`src/hw/rtl/pwsfd_pkg.sv`:
```
// ----------------------------------------------------------------------------
// pwsfd_pkg
// Shared types and constants of the pulse width sensor frame decoder.
// ----------------------------------------------------------------------------
package pwsfd_pkg;

  localparam int unsigned FRAME_BITS = 40;
  localparam int unsigned CNT_W      = 6;
  localparam int unsigned TIME_W     = 32;
  localparam int unsigned CFG_W      = 8;
  localparam int unsigned CFG_IDX_W  = 2;
  localparam int unsigned ACT_W      = 2;
  localparam int unsigned STAT_W     = 3;
  localparam int unsigned IN_DATA_W  = 40;
  localparam int unsigned OUT_DATA_W = 40;

  // event kinds
  localparam logic [ACT_W-1:0] ACT_START   = 2'd0;
  localparam logic [ACT_W-1:0] ACT_EDGE    = 2'd1;
  localparam logic [ACT_W-1:0] ACT_TIMEOUT = 2'd2;

  // result status codes
  localparam logic [STAT_W-1:0] ST_BUSY     = 3'd0;
  localparam logic [STAT_W-1:0] ST_OK       = 3'd1;
  localparam logic [STAT_W-1:0] ST_CSUM_BAD = 3'd2;
  localparam logic [STAT_W-1:0] ST_TIMING   = 3'd3;
  localparam logic [STAT_W-1:0] ST_TIMEOUT  = 3'd4;

  // configuration register indexes
  localparam logic [CFG_IDX_W-1:0] REG_PRE_BIT = 2'd0;
  localparam logic [CFG_IDX_W-1:0] REG_ZERO    = 2'd1;
  localparam logic [CFG_IDX_W-1:0] REG_ONE     = 2'd2;
  localparam logic [CFG_IDX_W-1:0] REG_MARGIN  = 2'd3;

  localparam logic [CFG_W-1:0] PRE_BIT_RST = 8'd50;
  localparam logic [CFG_W-1:0] ZERO_RST    = 8'd28;
  localparam logic [CFG_W-1:0] ONE_RST     = 8'd70;
  localparam logic [CFG_W-1:0] MARGIN_RST  = 8'd10;

  typedef struct packed {
    logic [CFG_W-1:0] pre_bit_delay_us;
    logic [CFG_W-1:0] zero_max_us;
    logic [CFG_W-1:0] one_max_us;
    logic [CFG_W-1:0] margin_us;
  } cfg_t;

  typedef struct packed {
    logic is_one;
    logic err;
  } bit_class_t;

  typedef struct packed {
    logic [STAT_W-1:0] status;
    logic              frame_done;
    logic [7:0]        humidity_int;
    logic [7:0]        humidity_frac;
    logic [7:0]        temp_int;
    logic [7:0]        temperature_frac;
    logic [7:0]        checksum_byte;
  } result_t;

endpackage

```
`src/hw/rtl/pwsfd_bit_class.sv`:
```
// ----------------------------------------------------------------------------
// pwsfd_bit_class
// Measures the high time of one bit and classifies it as zero, one or error.
// ----------------------------------------------------------------------------
module pwsfd_bit_class (
  input  logic [pwsfd_pkg::TIME_W-1:0] edge_time_us,
  input  logic [pwsfd_pkg::TIME_W-1:0] last_edge_time,
  input  pwsfd_pkg::cfg_t              cfg,
  output pwsfd_pkg::bit_class_t        cls
);

  logic [pwsfd_pkg::TIME_W-1:0] high_time;
  logic [pwsfd_pkg::CFG_W:0]    zero_lim;
  logic [pwsfd_pkg::CFG_W:0]    one_lim;
  logic                         le_zero;
  logic                         le_one;

  // interval minus pre-bit low time, wraps modulo 2^32, read as signed
  assign high_time = edge_time_us - last_edge_time
                     - {{(pwsfd_pkg::TIME_W-pwsfd_pkg::CFG_W){1'b0}}, cfg.pre_bit_delay_us};

  assign zero_lim = {1'b0, cfg.zero_max_us} + {1'b0, cfg.margin_us};
  assign one_lim  = {1'b0, cfg.one_max_us} + {1'b0, cfg.margin_us};

  assign le_zero = $signed(high_time) <=
                   $signed({{(pwsfd_pkg::TIME_W-pwsfd_pkg::CFG_W-1){1'b0}}, zero_lim});
  assign le_one  = $signed(high_time) <=
                   $signed({{(pwsfd_pkg::TIME_W-pwsfd_pkg::CFG_W-1){1'b0}}, one_lim});

  assign cls.is_one = !le_zero && le_one;
  assign cls.err    = !le_zero && !le_one;

endmodule

```
`src/hw/rtl/pwsfd_core.sv`:
```
// ----------------------------------------------------------------------------
// pwsfd_core
// Frame state and per-event step: phase, bit count, baseline time, shifter.
// ----------------------------------------------------------------------------
module pwsfd_core (
  input  logic                           clk,
  input  logic                           rst_n,
  input  logic                           step,
  input  logic [pwsfd_pkg::ACT_W-1:0]    action,
  input  logic [pwsfd_pkg::TIME_W-1:0]   edge_time_us,
  input  logic                           line_level,
  input  pwsfd_pkg::cfg_t                cfg,
  output pwsfd_pkg::result_t             res
);

  localparam logic [1:0] PH_IDLE = 2'd0;
  localparam logic [1:0] PH_ACK1 = 2'd1;
  localparam logic [1:0] PH_ACK2 = 2'd2;
  localparam logic [1:0] PH_BITS = 2'd3;

  localparam int unsigned SHIFT_W = pwsfd_pkg::FRAME_BITS;
  localparam logic [pwsfd_pkg::CNT_W-1:0] LAST_CNT = pwsfd_pkg::CNT_W'(pwsfd_pkg::FRAME_BITS);

  logic [1:0]                     phase_r, phase_nxt;
  logic [pwsfd_pkg::CNT_W-1:0]    bit_count_r, bit_count_nxt;
  logic [pwsfd_pkg::TIME_W-1:0]   last_edge_r, last_edge_nxt;
  logic [SHIFT_W-1:0]             shift_r, shift_nxt;

  pwsfd_pkg::bit_class_t          cls;
  logic [SHIFT_W-1:0]             shift_bit;
  logic [SHIFT_W-1:0]             shift_done;
  logic [pwsfd_pkg::CNT_W-1:0]    count_inc;
  logic [7:0]                     byte_sum;

  pwsfd_bit_class u_cls (
    .edge_time_us   (edge_time_us),
    .last_edge_time (last_edge_r),
    .cfg            (cfg),
    .cls            (cls)
  );

  assign shift_bit  = {shift_r[SHIFT_W-2:0], cls.is_one};
  assign shift_done = {shift_bit[SHIFT_W-2:0], line_level};
  assign count_inc  = bit_count_r + 1'b1;
  assign byte_sum   = shift_done[39:32] + shift_done[31:24] + shift_done[23:16]
                      + shift_done[15:8];

  always_comb begin
    phase_nxt     = phase_r;
    bit_count_nxt = bit_count_r;
    last_edge_nxt = last_edge_r;
    shift_nxt     = shift_r;
    res           = '0;
    if (step) begin
      unique case (action)
        pwsfd_pkg::ACT_START: begin
          phase_nxt     = PH_ACK1;
          bit_count_nxt = '0;
          last_edge_nxt = '0;
          shift_nxt     = '0;
        end
        pwsfd_pkg::ACT_TIMEOUT: begin
          if (phase_r != PH_IDLE) begin
            phase_nxt      = PH_IDLE;
            res.status     = pwsfd_pkg::ST_TIMEOUT;
            res.frame_done = 1'b1;
          end
        end
        pwsfd_pkg::ACT_EDGE: begin
          unique case (phase_r)
            PH_ACK1: phase_nxt = PH_ACK2;
            PH_ACK2: phase_nxt = PH_BITS;
            PH_BITS: begin
              last_edge_nxt = edge_time_us;
              if (bit_count_r == '0) begin
                bit_count_nxt = 6'd1;
              end else if (cls.err) begin
                // timing error ends the frame, even on the final edge
                phase_nxt      = PH_IDLE;
                res.status     = pwsfd_pkg::ST_TIMING;
                res.frame_done = 1'b1;
              end else begin
                bit_count_nxt = count_inc;
                shift_nxt     = shift_bit;
                if (count_inc >= LAST_CNT) begin
                  // last bit comes from the sampled line level
                  shift_nxt            = shift_done;
                  phase_nxt            = PH_IDLE;
                  res.status           = (byte_sum == shift_done[7:0]) ?
                                         pwsfd_pkg::ST_OK : pwsfd_pkg::ST_CSUM_BAD;
                  res.frame_done       = 1'b1;
                  res.humidity_int     = shift_done[39:32];
                  res.humidity_frac    = shift_done[31:24];
                  res.temp_int         = shift_done[23:16];
                  res.temperature_frac = shift_done[15:8];
                  res.checksum_byte    = shift_done[7:0];
                end
              end
            end
            default: ;
          endcase
        end
        default: ;
      endcase
    end
  end

  always_ff @(posedge clk) begin
    if (!rst_n) begin
      phase_r     <= PH_IDLE;
      bit_count_r <= '0;
      last_edge_r <= '0;
      shift_r     <= '0;
    end else begin
      phase_r     <= phase_nxt;
      bit_count_r <= bit_count_nxt;
      last_edge_r <= last_edge_nxt;
      shift_r     <= shift_nxt;
    end
  end

endmodule

```
`src/hw/rtl/pulse_width_sensor_frame_decoder.sv`:
```
// ----------------------------------------------------------------------------
// pulse_width_sensor_frame_decoder
// Decodes one read frame of a single-wire temperature and humidity sensor.
// ----------------------------------------------------------------------------
// Every input transfer is one event (start, rising edge, timeout) and yields
// exactly one output transfer. Events pass an input register, one step of
// combinational decode against the frame state, and an output register, so
// a result is offered once the input register and then the output register
// have held it; a new event is taken every cycle; throughput drops only while
// out_tready is low and both registers are full. out_tlast marks the event
// that ended a frame, out_tuser carries its status, and the five received
// bytes are nonzero only for status frame ok or checksum bad. Configuration
// writes are taken at any time but must only be issued while no event is in
// flight.
// ----------------------------------------------------------------------------
module pulse_width_sensor_frame_decoder (
  input  logic                               clk,
  input  logic                               rst_n,
  // input events
  input  logic                               in_tvalid,
  output logic                               in_tready,
  input  logic [pwsfd_pkg::IN_DATA_W-1:0]    in_tdata,   // edge_time_us, line_level, zero pad
  input  logic [pwsfd_pkg::ACT_W-1:0]        in_tuser,   // action
  // results
  output logic                               out_tvalid,
  input  logic                               out_tready,
  output logic [pwsfd_pkg::OUT_DATA_W-1:0]   out_tdata,  // humidity_int, humidity_frac,
                                                         // temp_int, temperature_frac,
                                                         // checksum_byte
  output logic [pwsfd_pkg::STAT_W-1:0]       out_tuser,  // status
  output logic                               out_tlast,  // frame_done
  // configuration writes
  input  logic                               cfg_valid,
  output logic                               cfg_ready,
  input  logic [pwsfd_pkg::CFG_IDX_W-1:0]    cfg_index,
  input  logic [pwsfd_pkg::CFG_W-1:0]        cfg_data
);

  logic                               in_valid_r;
  logic [pwsfd_pkg::ACT_W-1:0]        act_r;
  logic [pwsfd_pkg::TIME_W-1:0]       time_r;
  logic                               level_r;
  logic                               advance;
  logic                               out_valid_r;
  pwsfd_pkg::result_t                 res;
  pwsfd_pkg::result_t                 res_r;
  pwsfd_pkg::cfg_t                    cfg_r;

  // step the decoder when an event is held and the output slot frees up
  assign advance   = in_valid_r && (!out_valid_r || out_tready);
  assign in_tready = !in_valid_r || advance;
  assign cfg_ready = 1'b1;

  // input register: hold the event until the decode step takes it
  always_ff @(posedge clk) begin
    if (!rst_n) begin
      in_valid_r <= 1'b0;
    end else if (in_tready) begin
      in_valid_r <= in_tvalid;
    end
  end

  always_ff @(posedge clk) begin
    if (in_tvalid && in_tready) begin
      act_r   <= in_tuser;
      time_r  <= in_tdata[pwsfd_pkg::TIME_W-1:0];
      level_r <= in_tdata[pwsfd_pkg::TIME_W];
    end
  end

  // configuration registers
  always_ff @(posedge clk) begin
    if (!rst_n) begin
      cfg_r.pre_bit_delay_us <= pwsfd_pkg::PRE_BIT_RST;
      cfg_r.zero_max_us      <= pwsfd_pkg::ZERO_RST;
      cfg_r.one_max_us       <= pwsfd_pkg::ONE_RST;
      cfg_r.margin_us        <= pwsfd_pkg::MARGIN_RST;
    end else if (cfg_valid && cfg_ready) begin
      unique case (cfg_index)
        pwsfd_pkg::REG_PRE_BIT: cfg_r.pre_bit_delay_us <= cfg_data;
        pwsfd_pkg::REG_ZERO:    cfg_r.zero_max_us      <= cfg_data;
        pwsfd_pkg::REG_ONE:     cfg_r.one_max_us       <= cfg_data;
        pwsfd_pkg::REG_MARGIN:  cfg_r.margin_us        <= cfg_data;
        default: ;
      endcase
    end
  end

  pwsfd_core u_core (
    .clk          (clk),
    .rst_n        (rst_n),
    .step         (advance),
    .action       (act_r),
    .edge_time_us (time_r),
    .line_level   (level_r),
    .cfg          (cfg_r),
    .res          (res)
  );

  // output register: hold the result until the sink takes the transfer
  always_ff @(posedge clk) begin
    if (!rst_n) begin
      out_valid_r <= 1'b0;
    end else if (advance) begin
      out_valid_r <= 1'b1;
    end else if (out_tready) begin
      out_valid_r <= 1'b0;
    end
  end

  always_ff @(posedge clk) begin
    if (advance) begin
      res_r <= res;
    end
  end

  assign out_tvalid = out_valid_r;
  assign out_tuser  = res_r.status;
  assign out_tlast  = res_r.frame_done;
  assign out_tdata  = {res_r.checksum_byte, res_r.temperature_frac, res_r.temp_int,
                       res_r.humidity_frac, res_r.humidity_int};

endmodule

```
`config.mk`:
```
export PLATFORM = sky130hd
export DESIGN_NAME = pulse_width_sensor_frame_decoder
export DESIGN_NICKNAME = d
export VERILOG_FILES = /design/src/hw/rtl/pwsfd_pkg.sv /design/src/hw/rtl/pwsfd_bit_class.sv /design/src/hw/rtl/pwsfd_core.sv /design/src/hw/rtl/pulse_width_sensor_frame_decoder.sv
export SDC_FILE = /design/constraint.sdc
export NUM_CORES = 1
export LEC_CHECK = 0
export BUFFER_PORTS_ARGS = -buffer_cell sky130_fd_sc_hd__buf_2
export CAP_MARGIN = 20
export CORE_ASPECT_RATIO = 0.7
export CORE_UTILIZATION = 35
export DETAILED_ROUTE_END_ITERATION = 6
export PLACE_DENSITY = 0.6
export SYNTH_ARGS = -nofsm -noshare
export SYNTH_HDL_FRONTEND = slang
export SYNTH_SLANG_ARGS = --single-unit
```
`constraint.sdc`:
```
create_clock -name clk -period 6.9 [get_ports clk]
set_input_delay 0.69 -clock clk [delete_from_list [all_inputs] [get_ports clk]]
set_output_delay 0.69 -clock clk [all_outputs]
set_load 0.005 [all_outputs]
```
# Word level (Yosys, flattened, before mapping)
# Cells that the tools add are included.
[word_totals]
register_bits = 191
elab_cells = 104
[op_classes]
add_sub_neg = 8
order_cmp = 3
n_eq_ne = 17
mux = 27
n_bitwise = 3
reduce_logical = 26
[ops]
columns = ["op", "n"]
rows = [
  ["$mux 38", 4],
  ["$mux 44", 2],
  ["$pmux 38 s2", 1],
  ["$le 32x10->1", 2],
  ["$pmux 32 s2", 1],
  ["$mux 43", 1],
  ["$mux 40", 1],
  ["$mux 32", 1],
  ["$sub 32x32->32", 1],
  ["$sub 32x8->32", 1],
  ["$add 8x8->8", 3],
  ["$add 8x8->9", 2],
  ["$mux 6", 3],
  ["$pmux 2 s3", 2],
  ["$pmux 6 s2", 1],
  ["$eq 2x2->1 const B", 5],
  ["$mux 2", 5],
  ["$eq 8x8->1", 1],
  ["$mux 4", 2],
  ["$pmux 4 s2", 1],
  ["$reduce_and 2->1", 4],
  ["$add 6x1->6 const B", 1],
  ["$eq 2x1->1 const B", 3],
  ["$ge 6x6->1 const B", 1],
  ["other kinds (19)", 35],
]

# Depth between registers and ports, before layout
# Gate-level depths: netlist of the first run.
[depth]
word_depth = 12
ltp_mapped = 23
depth_no_buf = 21

# Cells and area by module
# Synthesis of the first run repeated with hierarchy kept, for this count alone.
[unflattened]
cells_unflattened = 1255
area_unflattened_um2 = 12244.2
[by_module_without_submodules]
columns = ["mod", "instances", "cells_per_inst", "area_per_inst_um2", "seq_area_each_um2"]
rows = [
  ["pwsfd_core", 1, 511, 4640.7, 1561.5],
  ["pwsfd_bit_class", 1, 528, 3823.7, 0.0],
  ["pulse_width_sensor_frame_decoder", 1, 216, 3779.9, 3052.9],
]

# Least setup slack after synthesis of the first run
# No wires, ideal clock.
[synth_path]
path_type = "flip-flop to flip-flop"
from = "reg time_r[0] in the netlist's numbering"
to = "reg res_r (netlist bit out_tdata[1]) (data pin)"
setup_ps = 131
arrival_ps = 4775
required_time_ps = 6769
slack_ps = 1994
path_stages_with_launch = 19
path_buffers = 2
path_cell_list = "edfxtp_1 > inv_1 > fa_1 > inv_1 > ha_1 > or2_2 > fa_1 > a211oi_1 > o21ai_0 > nand3_1 > nand3_1 > or3_1 > a221o_1 > or4_4 > o31ai_4 > nor3b_4 > buf_6 > buf_6 > and2_1"
[synth_between]
elab_chain_len = 6
[synth_lines]
columns = ["element", "line", "text"]
rows = [
  ["start: declaration", "pulse_width_sensor_frame_decoder.sv:41", "logic [pwsfd_pkg::TIME_W-1:0] time_r;"],
  ["start signal: assignment", "pulse_width_sensor_frame_decoder.sv:66", "time_r <= in_tdata[pwsfd_pkg::TIME_W-1:0];"],
  ["$sub 32x32->32 (*)", "pwsfd_bit_class.sv:19", "assign high_time = edge_time_us - last_edge_time"],
  ["$sub 32x8->32 (*)", "pwsfd_bit_class.sv:20", "- {{(pwsfd_pkg::TIME_W-pwsfd_pkg::CFG_W){1'b0}}, cfg.pre_bit_delay_us};"],
  ["$le 32x10->1 (on tied branches)", "pwsfd_bit_class.sv:25, pwsfd_bit_class.sv:27", ""],
  ["$logic_not 1->1", "pwsfd_bit_class.sv:31", "assign cls.err = !le_zero && !le_one;"],
  ["$logic_and 1x1->1 (*)", "pwsfd_bit_class.sv:31", ""],
  ["$reduce_or 5->1 (no line) (*)", "--", ""],
  ["end signal: assignment", "pulse_width_sensor_frame_decoder.sv:113", "res_r <= res;"],
  ["end: declaration", "pulse_width_sensor_frame_decoder.sv:46", "pwsfd_pkg::result_t res_r;"],
]
# Mark *: on every way between the ends. The rest lies on a longest branch, timed or not.
# A chain may end at the register's enable or synchronous reset.

# Worst setup path in the final report of the first run
[layout_path]
from = "reg time_r[0] in the netlist's numbering"
to = "reg u_core.shift_r[19]"
[layout_between]
elab_chain_len = 7
[layout_lines]
columns = ["element", "line", "text"]
rows = [
  ["$sub 32x32->32 (*)", "pwsfd_bit_class.sv:19", ""],
  ["$sub 32x8->32 (*)", "pwsfd_bit_class.sv:20", ""],
  ["$le 32x10->1 (on tied branches)", "pwsfd_bit_class.sv:25, pwsfd_bit_class.sv:27", ""],
  ["$logic_not 1->1", "pwsfd_bit_class.sv:31", ""],
  ["$logic_and 1x1->1 (*)", "pwsfd_bit_class.sv:31", ""],
  ["$ne 2x2->1 (no line) (*)", "--", ""],
  ["$reduce_and 5->1 (no line) (*)", "--", ""],
  ["end signal: assignment", "pwsfd_core.sv:118", "shift_r <= shift_nxt;"],
  ["end: declaration", "pwsfd_core.sv:27", "logic [SHIFT_W-1:0] shift_r, shift_nxt;"],
]
# Marks and branches as above.

==> results.sh, run 1 <==
export IMPL_status="finished, final reports clean"
export IMPL_clkLatencyLatePin_ps=460
export IMPL_cp_required_ps=7290
export IMPL_fin_tns_setup_ps=0
export IMPL_n_fill_cell=3395
export IMPL_die_w_um=223
export IMPL_cts_tree="built"
export IMPL_yosysMostFrequentCell="inv_1"
export IMPL_crit_type="flip-flop to flip-flop"
export IMPL_finalWirelength_mm=29.5
export IMPL_netlist_area_leader_share_pct=19.8
export IMPL_fmax_ghz=0.161
export IMPL_cts_resized_gates=0
export IMPL_power_mw=2.70
export IMPL_drv_cap=0
export IMPL_htree_levels=4
export IMPL_num_io_pins=104
export IMPL_place_gp_congestion=0.924
export IMPL_syn2layout_area_growth_pct=12.1
export IMPL_skew_ps=17.3
export IMPL_path_cells="inv_1, fa_1, inv_1, ha_1, or2_2, fa_1, a211oi_1, o21ai_0, a21oi_1, mux2_2, o31ai_1, o2111ai_1, or4_4, o31ai_4, nand3_2, buf_4, o22ai_1"
export IMPL_grt_pass1_vias=8973
export IMPL_port_buffers=95
export IMPL_fin_crit_ps=6220
export IMPL_synth_largest_area_cell="edfxtp_1"
export IMPL_grt_use_total_pct=17.3
export IMPL_antenna_found_initial=2
export IMPL_crit_family="compound AO/OA/AOI/OAI gates"
export IMPL_synth_seq_cells=191
export IMPL_drt_iter0_drc=743
export IMPL_drc=0
export IMPL_crit_slowest_cell="nand3_2"
export IMPL_dieArea_um2=35000
export IMPL_syn_num_nets=1523
export IMPL_post_cts_buffers=0
export IMPL_die_h_um=157
export IMPL_syn_area_um2=12000
export IMPL_drtAntennaViolNets=0
export IMPL_place_ws_ps=730
export IMPL_ys_top_cells_by_count="160 x inv_1, 129 x nand2_1, 112 x dfxtp_1"
export IMPL_finalSetupViolCount=0
export IMPL_synth_edff_count=79
export IMPL_drive_gt1_share_pct=11.8
export IMPL_netlist_instances=1339
export IMPL_critPathMaxFanout=34
export IMPL_layout_nets=1585
export IMPL_cp_arrival_ps=6600
export IMPL_dp_hpwl_mm=21.8
export IMPL_async_flop_share_pct=0
export IMPL_syn_area_per_cell_um2=8.96
export IMPL_grt_pass1_wl_mm=47.8
export IMPL_start_kind="flip-flop"
export IMPL_fin_ws_ps=684
export IMPL_powerDensity_nw_per_um2=201
export IMPL_yosysWarningCount=0
export IMPL_yosys_top_cells_area="edfxtp_1 20%, dfxtp_1 19%, ha_1 11%"
export IMPL_grt_ovfl_total=0
export IMPL_hold_viol_final=0
export IMPL_grt_setup_unrepaired="no"
export IMPL_ys_types=68
export IMPL_cp_num_buf_inv=3
export IMPL_dr_pass1_iters=5
export IMPL_grt_max_degree=82
export IMPL_cts_hold_buf=0
export IMPL_leakage_nw=5.37
export IMPL_synth_main_ff_cell="dfxtp_1"
export IMPL_whs_ps=400
export IMPL_path_clk_slew_ps=80
export IMPL_root_buffer="clkbuf_16"
export IMPL_slew_headroom_pct=31.8
export IMPL_worst_pin_slew_ps=1020
export IMPL_rows=56
export IMPL_drv_slew=0
export IMPL_critPathCaptureType="flip-flop"
export IMPL_ys_seq_area_share_pct=38.5
export IMPL_wl_per_cell_um=15.9
export IMPL_vias_per_cell=5.13
export IMPL_peakVddDrop_uv=191
export IMPL_max_stage_delay_ps=750
export IMPL_cts_buffer_depth=2
export IMPL_cts_buffers=17
export IMPL_routed_via_count=9487
export IMPL_core_um2=33600
export IMPL_hold_path_class="primary input to flip-flop"
export IMPL_floorplan_initialDensity_pct=35.7
export IMPL_cts_sinks=191
export IMPL_fin_crit_sh_pct=90.1
[final cells by class]
cell class	instances	area, um^2	area share [%]
Clock buffer	17	425	3.16
Timing Repair Buffer	105	551	4.10
Antenna cell	2	5.00	0.0372
Tap cell	435	544	4.05
Clock inverter	15	184	1.37
Sequential cell	191	4610	34.3
Inverter	160	601	4.47
Multi-Input combinational cell	926	6520	48.5
[metrics by stage]
step                instance area [um^2]  utilization (%)  std cells
global placement                   12800             38.1       1817
finish                             13400             40.0       1851
global route                       13400             40.0       1851
detailed placement                 12800             38.1       1817
CTS                                13400             40.0       1849
floorplan                          12000                -       1339
[where the power goes]
part | switching (mW) | leakage (nW) | internal, mW
Combinational | 0.278 | 3.44 | 0.174
Clock | 0.529 | 0.295 | 0.496
Sequential | 0.0193 | 1.63 | 1.21
Total | 0.826 | 5.37 | 1.88
[cell usage in the layout (no fill, tap or decap), drive strengths merged, types with 41 or more instances in the layout]
master,count
ha,103
dfxtp,112
a21boi,45
a21oi,98
nor2,81
edfxtp,79
nand2,129
and2,41
inv,168
buf,105
nand3,57
[routing by layer]
metal	vias up	GRT usage (%)	part of all wire (%)
met2	215	25.3	41
met3	23	3.64	5.2
li1	4797	-	-
met1	4452	25.5	52
met5	-	0	0
met4	0	4.76	1.3
[sequential cells by signal, summed over array words and instances (netlist names), 2 cells and up]
name,cells
out_tdata,40
u_core.phase_r,2
u_core.bit_count_r,6
u_core.last_edge_r,32
time_r,32
out_tuser,3
u_core.shift_r,38
cfg_r,32
act_r,2
[path summary, 6_finish.rpt]
| kind | start | end | slack, ps | cells past startpoint |
|---|---|---|---|---|
| worst max-delay path | time_r[0] | u_core.shift_r[19] | 680 | 17 |
| worst min-delay path | in_tdata[19] | time_r[19] | 400 | 1 |
| worst max register to register | time_r[0] | u_core.shift_r[19] | 680 | 17 |
| worst min register to register | u_core.last_edge_r[20] | u_core.last_edge_r[20] | 470 | 2 |
[kinds of logic (layout without fill, tap and decap cells)]
| kind of cell | count (synthesis) | count (layout) | share of synthesized area [%] |
|---|---|---|---|
| xor+xnor | 47 | 47 | 3.43 |
| simple gates | 401 | 401 | 16.1 |
| flops | 191 | 191 | 38.5 |
| buf+inv | 222 | 297 | 7.31 |
| compound gates | 328 | 328 | 18.0 |
| fa+ha+maj | 127 | 127 | 14.8 |
| other cells | 1 | 3 | 0.0313 |
| mux | 22 | 22 | 1.90 |
Power figures use the tool's default switching activity.
==> inputs of run 2 (changes only) <==
Settings changed: PLACE_DENSITY 0.6 to 0.61.
==> results.sh, run 2 (synthesis gave the netlist of run 1 again) <==
export IMPL_status="finished, final reports clean"
export IMPL_fin_ws_ps=1030
export IMPL_drv_cap=0
export IMPL_port_buffers=95
export IMPL_powerDensity_nw_per_um2=203
export IMPL_htree_levels=4
export IMPL_critPathCaptureType="flip-flop"
export IMPL_cts_buffer_depth=2
export IMPL_grt_setup_unrepaired="no"
export IMPL_wl_per_cell_um=16.0
export IMPL_layout_nets=1584
export IMPL_finalSetupViolCount=0
export IMPL_slew_headroom_pct=36.8
export IMPL_drtAntennaViolNets=0
export IMPL_hold_viol_final=0
export IMPL_cts_hold_buf=0
export IMPL_intPower_mw=1.89
export IMPL_start_kind="flip-flop"
export IMPL_seq_power_share_pct=45.1
export IMPL_antenna_found_initial=0
export IMPL_peakVddDrop_uv=177
export IMPL_core_um2=33600
export IMPL_post_cts_buffers=0
export IMPL_drv_slew=0
export IMPL_p_clk_share_pct=38.3
export IMPL_clkLatencyLatePin_ps=460
export IMPL_fin_crit_sh_pct=85.1
export IMPL_finalWirelength_mm=29.5
export IMPL_grt_max_degree=82
export IMPL_die_w_um=223
export IMPL_p_comb_share_pct=16.6
export IMPL_final_area_um2=13400
export IMPL_dr_pass1_iters=6
export IMPL_utilization_pct=40.0
export IMPL_mostFrequentLayoutCells="159 x inv_1, 129 x nand2_1, 112 x dfxtp_1"
export IMPL_dieArea_um2=35000
export IMPL_drt_iter0_drc=800
export IMPL_routed_via_count=9492
export IMPL_die_h_um=157
export IMPL_rows=56
export IMPL_drc=0
export IMPL_floorplan_initialDensity_pct=35.7
export IMPL_path_clk_slew_ps=90
export IMPL_num_io_pins=104
export IMPL_cts_sinks=191
export IMPL_place_gp_congestion=0.895
export IMPL_largest_reg_flops=40
export IMPL_cts_resized_gates=0
export IMPL_dp_hpwl_mm=21.6
export IMPL_fin_crit_ps=5870
export IMPL_vias_per_cell=5.14
export IMPL_place_area_um2=12800
export IMPL_skew_ps=20.7
export IMPL_cp_required_ps=7230
export IMPL_grt_pass1_vias=8970
export IMPL_final_common_cell="inv_1"
export IMPL_place_ws_ps=1110
export IMPL_worst_pin_slew_ps=948
export IMPL_root_buffer="clkbuf_16"
export IMPL_cts_buffers=17
export IMPL_cp_arrival_ps=6200
export IMPL_antenna_cells=0
export IMPL_fmax_ghz=0.170
export IMPL_power_switching_uw=832
export IMPL_crit_type="flip-flop to flip-flop"
export IMPL_hold_path_class="primary input to flip-flop"
export IMPL_syn2layout_area_growth_pct=12.1
export IMPL_grt_pass1_wl_mm=47.6
export IMPL_grt_use_total_pct=17.3
export IMPL_fin_tns_setup_ps=0
export IMPL_cts_tree="built"
export IMPL_leakage_nw=5.37
export IMPL_grt_ovfl_total=0
export IMPL_critPathMaxFanout=39
export IMPL_p_sw_share_pct=30.6
export IMPL_drive_gt1_share_pct=11.8
## run 2: area by class of cell
class / instances / area, um^2
multi-input cells: 926 / 6520
repair buffers: 104 / 543
clock inverters: 14 / 181
flip-flops and latches: 191 / 4610
well taps: 435 / 544
clock buffers: 18 / 439
fillers: 3333 / 20200
inverters: 160 / 601
## run 2: final timing paths
path / startpoint / to / slack, ps / cells past startpoint
worst max-delay path: time_r[0] / out_tdata[24] / 1030 / 17
worst min-delay path: in_tdata[32] / level_r / 400 / 1
worst max register to register: time_r[0] / out_tdata[24] / 1030 / 17
worst min register to register: u_core.last_edge_r[2] / u_core.last_edge_r[2] / 470 / 2
## run 2: power by group through the flow
stage          logic (mW)  clock network (mW)  registers (mW)
2_1_floorplan       0.317                   0            1.25
3_3_place_gp        0.442                   0            1.25
3_5_place_dp        0.447                   0            1.26
4_1_cts             0.450                1.07            1.23
5_1_grt             0.510                1.11            1.23
6_report            0.451                1.04            1.23
## run 2: worst max-delay path, stage by stage, from the launching register on
cell and delay (ps):
edfxtp_1 360, inv_1 60, fa_1 580, inv_1 50, ha_1 180, or2_2 290
fa_1 420, a211oi_1 350, o21ai_0 350, a21oi_1 300, mux2_2 360, o31ai_1 380
o2111ai_1 190, or4_4 480, o31ai_4 560, nor3b_4 270, buf_4 330, and2_1 190
## run 2: per-layer routing
metal / global-route usage, % / vias to the layer above / wire, um
li1: - / 4790 / -
met1: 25.5 / 4420 / 15000
met3: 3.53 / 27 / 1870
met2: 25.8 / 255 / 12500
met5: 0 / - / 0
met4: 3.28 / 0 / 229
## run 2: through the flow
stage                     hold WS [ps]  total power, mW  cells
after floorplan                    441             1.57   1339
after global placement             451             1.70   1816
after detailed placement           463             1.70   1816
after CTS                          374             2.75   1848
after global routing               376             2.85   1848
final                              396             2.72   1848
==> inputs of run 3 (changes only) <==
Settings changed: CORE_UTILIZATION 35 to 54, PLACE_DENSITY 0.61 to 0.82.
==> results.sh, run 3 (synthesis gave the netlist of run 1 again) <==
export IMPL_status="finished, final reports clean"
export IMPL_clkLatencyLatePin_ps=450
export IMPL_grt_max_degree=82
export IMPL_cts_hold_buf=0
export IMPL_crit_family="compound AO/OA/AOI/OAI gates"
export IMPL_die_h_um=127
export IMPL_layout_nets=1585
export IMPL_r2r_start="time_r[0]"
export IMPL_grt_pass1_vias=8981
export IMPL_grt_pass1_wl_mm=45.5
export IMPL_drc=0
export IMPL_num_io_pins=104
export IMPL_final_common_cell="inv_1"
export IMPL_cts_buffer_depth=2
export IMPL_rows=45
export IMPL_p_comb_share_pct=16.6
export IMPL_n_fill_cell=1858
export IMPL_crit_slowest_cell="fa_1"
export IMPL_fmax_ghz=0.167
export IMPL_grt_setup_unrepaired="no"
export IMPL_htree_levels=4
export IMPL_dr_pass1_iters=7
export IMPL_post_cts_buffers=0
export IMPL_path_clk_slew_ps=80
export IMPL_grt_use_total_pct=25.2
export IMPL_floorplan_initialDensity_pct=55.2
export IMPL_fin_crit_sh_pct=86.7
export IMPL_finalWirelength_mm=28.3
export IMPL_die_w_um=180
export IMPL_hold_path_startpoint="in_tdata[20]"
export IMPL_cp_arrival_ps=6350
export IMPL_largest_reg_flops=40
export IMPL_power_switching_uw=789
export IMPL_peakVddDrop_uv=201
export IMPL_intPower_mw=1.94
export IMPL_drv_cap=0
export IMPL_core_um2=21700
export IMPL_fin_tns_setup_ps=0
export IMPL_leakage_nw=5.38
export IMPL_path_cells="inv_1, fa_1, inv_1, ha_1, or2_2, fa_1, a211oi_1, o21ai_0, a21oi_1, mux2_2, o31ai_1, o2111ai_1, or4_4, o31ai_4, nand3_2, buf_4, o22ai_1"
export IMPL_cts_sinks=191
export IMPL_wl_per_cell_um=16.7
export IMPL_drt_iter0_drc=780
export IMPL_cts_tree="built"
export IMPL_whs_ps=404
export IMPL_drv_slew=0
export IMPL_cts_buffers=17
export IMPL_hold_path_class="primary input to flip-flop"
export IMPL_cp_required_ps=7270
export IMPL_dieArea_um2=22800
export IMPL_antenna_found_initial=1
export IMPL_seq_power_share_pct=45.0
export IMPL_hold_viol_final=0
export IMPL_port_buffers=95
export IMPL_vias_per_cell=5.80
export IMPL_crit_start="time_r[0]"
export IMPL_fin_crit_ps=5990
export IMPL_root_buffer="clkbuf_16"
export IMPL_routed_via_count=9835
export IMPL_finalSetupViolCount=0
export IMPL_max_stage_delay_ps=560
export IMPL_critPathCaptureType="flip-flop"
export IMPL_place_gp_congestion=0.969
export IMPL_utilization_pct=61.0
export IMPL_p_clk_share_pct=38.3
export IMPL_skew_ps=19.3
export IMPL_mostFrequentLayoutCells="159 x inv_1, 129 x nand2_1, 112 x dfxtp_1"
export IMPL_cp_num_buf_inv=3
export IMPL_powerDensity_nw_per_um2=206
export IMPL_p_sw_share_pct=28.9
export IMPL_worst_pin_slew_ps=880
export IMPL_drtAntennaViolNets=0
export IMPL_crit_type="flip-flop to flip-flop"
export IMPL_slew_headroom_pct=41.3
export IMPL_cts_resized_gates=0
export IMPL_start_kind="flip-flop"
export IMPL_critPathMaxFanout=23
export IMPL_syn2layout_area_growth_pct=10.5
export IMPL_drive_gt1_share_pct=11.7
export IMPL_grt_ovfl_total=0
export IMPL_dp_hpwl_mm=20.6
==> run 3: changes by cell type in the layout (fill, tap and decap cells not counted), moves of 2 or more <==
cell and delta:
bufinv_16 +2, inv_8 +2, inv_12 -3, clkinv_8 -2
==> run 3: worst reg2reg max path, stage by stage (launching register included) <==
cell,delay (ps)
edfxtp_1,350
inv_1,60
fa_1,560
inv_1,50
ha_1,170
or2_2,280
fa_1,420
a211oi_1,360
o21ai_0,350
a21oi_1,290
mux2_2,360
o31ai_1,330
o2111ai_1,170
or4_4,480
o31ai_4,540
nand3_2,520
buf_4,410
o22ai_1,200
==> run 3: power by group through the flow <==
stage	clock [mW]	combinational [mW]	sequential [mW]
after floorplan	0	0.317	1.25
after global placement	0	0.429	1.25
after detailed placement	0	0.442	1.25
after CTS	1.06	0.446	1.23
after global routing	1.11	0.504	1.23
final	1.05	0.454	1.23
==> run 3: per-stage QoR <==
stage	instances	setup WS [ps]	total power, mW	cell area, um^2
finish	1697	914	2.73	13300
CTS	1696	1010	2.73	13300
floorplan	1339	1990	1.57	12000
global placement	1664	1190	1.68	12600
detailed placement	1664	1110	1.70	12600
global route	1696	604	2.84	13300
==> run 3: final cells by class <==
| class | instances | area (um^2) | share of cell area [%] |
|---|---|---|---|
| well taps | 282 | 353 | 2.66 |
| repair buffers | 105 | 551 | 4.15 |
| clock inverters | 14 | 189 | 1.43 |
| diodes | 1 | 2.50 | 0.0189 |
| clock buffers | 18 | 429 | 3.24 |
| multi-input cells | 926 | 6510 | 49.2 |
| inverters | 160 | 601 | 4.53 |
| flip-flops and latches | 191 | 4610 | 34.8 |
==> run 3: per-layer routing <==
layer	vias up	track usage, %	routed length [um]
met2	370	38.4	12100
met5	-	0	0
met4	0	7.24	418
li1	4801	-	-
met1	4633	35.6	13700
met3	31	5.91	2020
==> run 3: path summary, 6_finish.rpt <==
| kind | slack, ps | to | cells after the start |
|---|---|---|---|
| worst max-delay path | 910 | u_core.shift_r[20] | 17 |
| worst min-delay path | 400 | time_r[20] | 1 |
| worst max register to register | 910 | u_core.shift_r[20] | 17 |
| worst min register to register | 470 | u_core.last_edge_r[22] | 2 |
